[config.mk]
export PLATFORM = sky130hd
export DESIGN_NAME = config_line_reader
export DESIGN_NICKNAME = d
export VERILOG_FILES = /design/src/hw/rtl/clr_pkg.sv /design/src/hw/rtl/config_line_reader.sv
export SDC_FILE = /design/constraint.sdc
export NUM_CORES = 1
export LEC_CHECK = 0
export BUFFER_PORTS_ARGS = -buffer_cell sky130_fd_sc_hd__buf_2
export CAP_MARGIN = 0
export CORE_MARGIN = 1.5
export CORE_UTILIZATION = 45
export CTS_CLUSTER_SIZE = 14
export DETAILED_ROUTE_END_ITERATION = 7
export PLACE_DENSITY = 0.66
export SYNTH_ARGS = -nofsm -noshare
export SYNTH_HDL_FRONTEND = slang
export SYNTH_SLANG_ARGS = --single-unit
[constraint.sdc]
create_clock -name clk -period 3.4 [get_ports clk]
set_clock_uncertainty 0.2 [all_clocks]
set_input_delay 0 -clock clk [delete_from_list [all_inputs] [get_ports clk]]
set_output_delay 0 -clock clk [all_outputs]
set_load 0.01 [all_outputs]
[src/hw/rtl/clr_pkg.sv]
// clr_pkg: shared types and constants for the configuration line reader
// holds the item/result payload structs, character codes and result kinds
// no dependencies
`default_nettype none

package clr_pkg;

	// register and field widths
	localparam int unsigned MAX_LINE_W = 12;
	localparam int unsigned CHAR_W     = 8;
	localparam int unsigned KIND_W     = 2;

	// default line limit and reset value of max_line
	localparam int unsigned             LINE_LIMIT_DEF = 2048;
	localparam logic [MAX_LINE_W-1:0]   MAX_LINE_RST   = 12'd2048;

	// character codes
	localparam logic [CHAR_W-1:0] CH_CR   = 8'h0D;
	localparam logic [CHAR_W-1:0] CH_TAB  = 8'h09;
	localparam logic [CHAR_W-1:0] CH_BSL  = 8'h5C;
	localparam logic [CHAR_W-1:0] CH_HASH = 8'h23;
	localparam logic [CHAR_W-1:0] CH_NL   = 8'h0A;
	localparam logic [CHAR_W-1:0] CH_SP   = 8'h20;
	localparam logic [CHAR_W-1:0] CH_NUL  = 8'h00;

	// result kinds
	localparam logic [KIND_W-1:0] KIND_MID  = 2'd0;
	localparam logic [KIND_W-1:0] KIND_LAST = 2'd1;
	localparam logic [KIND_W-1:0] KIND_DONE = 2'd2;

	typedef struct packed {
		logic [CHAR_W-1:0] in_byte;
		logic              end_of_input;
	} item_t;

	typedef struct packed {
		logic [CHAR_W-1:0] out_char;
		logic [KIND_W-1:0] kind;
	} result_t;

endpackage

`default_nettype wire

[src/hw/rtl/config_line_reader.sv]
// config_line_reader: cleans a raw configuration text byte stream into lines
// depends on clr_pkg (payload structs, character codes, result kinds)
`default_nettype none

// channel   direction  payload            transaction
// item      in         item_t             item_valid && item_ready
// result    out        result_t           result_valid && result_ready
// cfg       in         max_line (12 bit)  cfg_valid && cfg_ready (always ready)
//
// one item per cycle: each byte is decoded at acceptance by a few compares and
// the line counter update, and its results are written into a three-entry
// result queue; item_ready is high while the queue holds at most one entry
// an end-of-input item makes up to two results, so the sustained rate over a
// stream is set by the single-result-per-cycle queue output
// results appear on the port at the earliest in the cycle after the item's transaction
// reset (arst_n low) clears the line state, empties the queue and sets max_line to 2048

module config_line_reader
	import clr_pkg::*;
#(
	parameter int unsigned LINE_LIMIT = LINE_LIMIT_DEF
) (
	input  wire logic                  clk,
	input  wire logic                  arst_n,
	input  wire logic                  item_valid,
	output logic                       item_ready,
	input  wire item_t                 item,
	output logic                       result_valid,
	input  wire logic                  result_ready,
	output result_t                    result,
	input  wire logic                  cfg_valid,
	output logic                       cfg_ready,
	input  wire logic [MAX_LINE_W-1:0] cfg_data
);

	// line counter width: holds values up to LINE_LIMIT
	localparam int unsigned CW = $clog2(LINE_LIMIT + 1);
	// compare width for the counter against the limit in use
	localparam int unsigned LW = (CW > MAX_LINE_W) ? CW : MAX_LINE_W;
	localparam int unsigned QD = 3;

	// line state
	logic [MAX_LINE_W-1:0] max_line_q;
	logic [CW-1:0]         line_count_q, line_count_n;
	logic [CHAR_W-1:0]     held_char_q, held_char_n;
	logic                  escape_q, escape_n;
	logic                  comment_q, comment_n;

	// result queue, entry 0 is the head
	result_t    queue_q [QD];
	result_t    queue_n [QD];
	logic [1:0] fill_q, fill_n, fill_mid;

	logic       take;
	logic       pop;
	logic [1:0] push_cnt;
	result_t    push0, push1;

	logic [LW-1:0] limit;
	logic [LW-1:0] max_ext;

	assign cfg_ready    = 1'b1;
	assign item_ready   = ~fill_q[1];
	assign take         = item_valid & item_ready;
	assign result_valid = (fill_q != 2'd0);
	assign result       = queue_q[0];
	assign pop          = result_valid & result_ready;

	// limit in use is min(max_line, LINE_LIMIT)
	assign max_ext = LW'(max_line_q);
	assign limit   = (max_ext > LW'(LINE_LIMIT)) ? LW'(LINE_LIMIT) : max_ext;

	// byte decode and line state update
	always_comb begin
		logic [CHAR_W-1:0] ch;
		logic              esc_nl;
		logic              has_chars;

		line_count_n = line_count_q;
		held_char_n  = held_char_q;
		escape_n     = escape_q;
		comment_n    = comment_q;
		push_cnt     = 2'd0;
		push0        = '{out_char: held_char_q, kind: KIND_LAST};
		push1        = '{out_char: CH_NUL, kind: KIND_DONE};

		// tabs read as spaces, an escaped newline reads as a space
		ch        = (item.in_byte == CH_TAB) ? CH_SP : item.in_byte;
		esc_nl    = escape_q && (ch == CH_NL);
		has_chars = (line_count_q != '0);
		if (esc_nl) begin
			ch = CH_SP;
		end

		if (take) begin
			if (item.end_of_input) begin
				// flush the held character if the line has one, then mark the stream end
				if (has_chars) begin
					push_cnt = 2'd2;
				end else begin
					push0    = '{out_char: CH_NUL, kind: KIND_DONE};
					push_cnt = 2'd1;
				end
				line_count_n = '0;
				held_char_n  = CH_NUL;
				escape_n     = 1'b0;
				comment_n    = 1'b0;
			end else if (item.in_byte != CH_CR) begin
				escape_n = (ch == CH_BSL);
				if (comment_q) begin
					if (ch == CH_NL) begin
						comment_n = 1'b0;
					end
				end else if (!has_chars) begin
					if (ch == CH_HASH) begin
						comment_n = 1'b1;
					end else if (ch != CH_SP && ch != CH_NL) begin
						held_char_n  = ch;
						line_count_n = CW'(1);
					end
				end else if (esc_nl) begin
					// retraction: a lone character empties the line,
					// otherwise the held character becomes a space
					if (line_count_q == CW'(1)) begin
						line_count_n = '0;
					end else begin
						held_char_n = CH_SP;
					end
				end else if (ch == CH_NL) begin
					push_cnt     = 2'd1;
					line_count_n = '0;
					held_char_n  = CH_NUL;
				end else if (LW'(line_count_q) < limit) begin
					push0        = '{out_char: held_char_q, kind: KIND_MID};
					push_cnt     = 2'd1;
					held_char_n  = ch;
					line_count_n = line_count_q + CW'(1);
				end
			end
		end
	end

	// queue: shift out at the head, append behind the remaining entries
	always_comb begin
		queue_n  = queue_q;
		fill_mid = fill_q - {1'b0, pop};
		if (pop) begin
			for (int i = 0; i < QD - 1; i++) begin
				queue_n[i] = queue_q[i+1];
			end
		end
		for (int i = 0; i < QD; i++) begin
			if (push_cnt != 2'd0 && fill_mid == 2'(i)) begin
				queue_n[i] = push0;
			end
			if (push_cnt == 2'd2 && fill_mid + 2'd1 == 2'(i)) begin
				queue_n[i] = push1;
			end
		end
		fill_n = fill_mid + push_cnt;
	end

	always_ff @(posedge clk or negedge arst_n) begin
		if (!arst_n) begin
			max_line_q   <= MAX_LINE_RST;
			line_count_q <= '0;
			held_char_q  <= CH_NUL;
			escape_q     <= 1'b0;
			comment_q    <= 1'b0;
			fill_q       <= 2'd0;
		end else begin
			if (cfg_valid && cfg_ready) begin
				max_line_q <= cfg_data;
			end
			line_count_q <= line_count_n;
			held_char_q  <= held_char_n;
			escape_q     <= escape_n;
			comment_q    <= comment_n;
			fill_q       <= fill_n;
		end
	end

	// queue payload carries no reset
	always_ff @(posedge clk) begin
		queue_q <= queue_n;
	end

endmodule

`default_nettype wire

==> reports/qor.csv <==
metric,value,unit
outcome,"finished, final reports clean",
antennaDiodeCount,0,
p_leak,0.00229,µW
drt_iter0_markers,151,
core_area,8720,µm²
synth_nets,460,
finish.instance_area,4900,µm²
routedWlPerCell,15.5,µm
synthesis.area,4070,µm²
finalHoldViolations,0,
p_seq_share,34.7,%
hold_start,item_valid,
ys_types,70,
clock_latency,0.35,ns
async_flop_share,54.5,%
hold_class,in -> reg,
holdPathEnd,line_count_q[1]$_DFFE_PN0P_,
grt_setup_unrepaired,false,
r2r_start,max_ext[11]$_DFFE_PN1P_,
cts-root-buf,clkbuf_8,
setup_viol,0,
layout-drive-gt1-share,24.8,%
vdd_drop_max,238,µV
r2r_slack,0.17,ns
p_per_area,745,nW/µm²
hpwl,6.54,mm
clock.fmax,310,MHz
antenna_found_initial,0,
die_h,98.0,µm
grt_pass1_vias,3457,
portBuffers,37,
slew_violations,0,
synth-seq-cells,66,
end_kind,flip-flop,
setup-tns-final,0,ns
ys_seq_area_share,37.0,%
comb_power_share,46.6,%
synth-edff-count,0,
start_kind,flip-flop,
htree_levels,3,
place_area,4320,µm²
r2r-end,held_char_q[1]$_DFFE_PN0P_,
worst_ep_arrival_time,3.26,ns
p_sw_share,38.7,%
route.detailed.drc,0,
cts_buffers,9,
path_class,reg -> reg,
dr.pass1.iters,4,
cts_setup_buffers,0,
vias_per_cell,5.59,
tritoncts,done,
whs_path_depth,5,
ios,39,
vias,3378,
reg2regPathDepth,10,
postRouteAntennaNets,0,
cts.sinks,66,
final.min_clock_period,3.23,ns
synth_cells,418,
start_util,46.6,%
synth_warnings,0,
clk_pin_slew,0.08,ns
syn2layout_area_growth,20.6,%
cp.required,3.43,ns
fp-row-count,34,
die_x,98.0,µm
p_sw,1410,µW
relSlewSlack,48.0,%
finalNetCount,533,
grt_max_degree,37,
path_max_fanout,12,
drv_cap,0,
place_congestion,0.868,
die_area,9610,µm²
power.internal,2240,µW
overflow,0,
pwr-share-clk,18.7,%
worst-slew-pin-transition,0.780,ns
grt_use_total,20.9,%
ys.flop_type,dfrtp_1,
routed_wirelength,9.38,mm
clock_path_buffers,2,
period_share,94.9,%
grt_pass1_wl,16.3,mm
syn_avg_cell_area,9.73,µm²
[routing by layer]
metal | routed length, µm | part of all wire, % | vias up | GRT usage (%)
met5 | 0 | 0 | - | 0
met4 | 131 | 1.4 | 0 | 6.70
met1 | 4230 | 45 | 1624 | 26.2
li1 | - | - | 1656 | -
met3 | 395 | 4.2 | 12 | 5.08
met2 | 4630 | 49 | 86 | 35.3
[cells in the mapped netlist (all sizes together) (10+ instances only)]
| cell type | number | share of area (%) |
|---|---|---|
| dfxtp | 30 | 15 |
| dfrtp | 35 | 22 |
| mux2 | 33 | 11 |
| a21o | 10 | 1.8 |
| o21ai | 14 | 1.7 |
| buf | 22 | 4.1 |
| ha | 16 | 4.9 |
| mux2i | 24 | 5.9 |
| nand3 | 19 | 2.6 |
| nand2 | 45 | 4.3 |
| a21oi | 24 | 3.1 |
| inv | 15 | 1.4 |
| nor2 | 31 | 2.9 |
[what timing repair did]
item | in CTS | in global routing
resized for setup | 0 | 2
setup endpoints to repair | 0 | 18
hold endpoints to repair | 59 | 0
hold buffers | 37 | 0
[per-stage QoR]
stage | setup WS [ns] | hold WS, ns | total power (µW) | instances | utilization (%)
final | 0.172 | 0.0422 | 3650 | 604 | 56.2
after detailed placement | 0.0151 | -0.0673 | 2910 | 551 | 49.5
after floorplan | 0.249 | -0.496 | 2520 | 418 | -
after global placement | 0.146 | -0.0733 | 2860 | 551 | 49.5
after CTS | 0.0136 | 0.0403 | 3640 | 604 | 56.1
after global routing | 0.0111 | 0.0751 | 3930 | 604 | 56.2
[layout by cell type (no fill, tap or decap), types with 12 or more instances in the layout]
cell type,instances
buf_2,37
mux2i_1,24
mux2_4,21
dlygate4sd3_1,37
nand3_1,17
nand2_1,43
buf_4,14
inv_1,15
mux2_2,12
dfxtp_1,30
nor2_1,31
o21ai_0,14
a21oi_1,22
ha_1,16
dfrtp_1,35
[registers in the layout, summed over array words and instances (netlist names)]
signal	flops
result	10
line_count_q	12
queue_q	20
comment_q	1
max_ext	12
escape_q	1
held_char_q	8
fill_q	2
[layout make-up]
| cell class | count | area [µm²] |
|---|---|---|
| clock buffer | 9 | 124 |
| clock inverter | 7 | 73.8 |
| fill | 770 | 3820 |
| inverter | 15 | 56.3 |
| multi-input combinational | 311 | 2350 |
| sequential | 66 | 1500 |
| tap | 108 | 135 |
| timing repair buffer | 88 | 661 |
[worst max-delay path, stage by stage (launching register included)]
cell and delay [ns]:
dfstp_2 0.37, inv_1 0.24, nand2_1 0.11, ha_1 0.31
and4_1 0.26, o211ai_1 0.11, o221a_2 0.32, buf_4 0.19
a21oi_1 0.26, or2_1 0.42, mux2_4 0.34
[logic make-up (layout without fill, tap and decap cells)]
group / after synthesis / in the layout / synth area share (%)
other cells: 1 / 1 / 0.0922
fa+ha+maj: 16 / 16 / 4.92
compound gates: 78 / 78 / 12.9
flops: 66 / 66 / 37.0
mux: 57 / 57 / 17.0
xor+xnor: 3 / 3 / 0.646
buf+inv: 41 / 119 / 5.82
simple gates: 156 / 156 / 21.6
[power by group through the flow]
| stage | Combinational (µW) | Sequential (µW) | Clock (µW) |
|---|---|---|---|
| 2_1_floorplan | 1290 | 1230 | 0 |
| 3_3_place_gp | 1580 | 1280 | 0 |
| 3_5_place_dp | 1630 | 1280 | 0 |
| 4_1_cts | 1680 | 1270 | 694 |
| 5_1_grt | 1890 | 1310 | 733 |
| 6_report | 1700 | 1270 | 681 |
[worst max path at each step]
| stage | depth (start not counted) | from | endpoint |
|---|---|---|---|
| floorplan | 14 | max_ext[11]$_DFFE_PN1P_ | fill_q[1]$_DFF_PN0_ |
| global placement | 9 | max_ext[11]$_DFFE_PN1P_ | result[9]$_SDFFE_PP0P_ |
| detailed placement | 9 | max_ext[11]$_DFFE_PN1P_ | result[6]$_SDFFE_PP0P_ |
| CTS | 9 | max_ext[11]$_DFFE_PN1P_ | result[6]$_SDFFE_PP0P_ |
| global route | 10 | max_ext[11]$_DFFE_PN1P_ | held_char_q[7]$_DFFE_PN0P_ |
| finish | 10 | max_ext[11]$_DFFE_PN1P_ | held_char_q[1]$_DFFE_PN0P_ |
(Power assumes the default switching activity.)
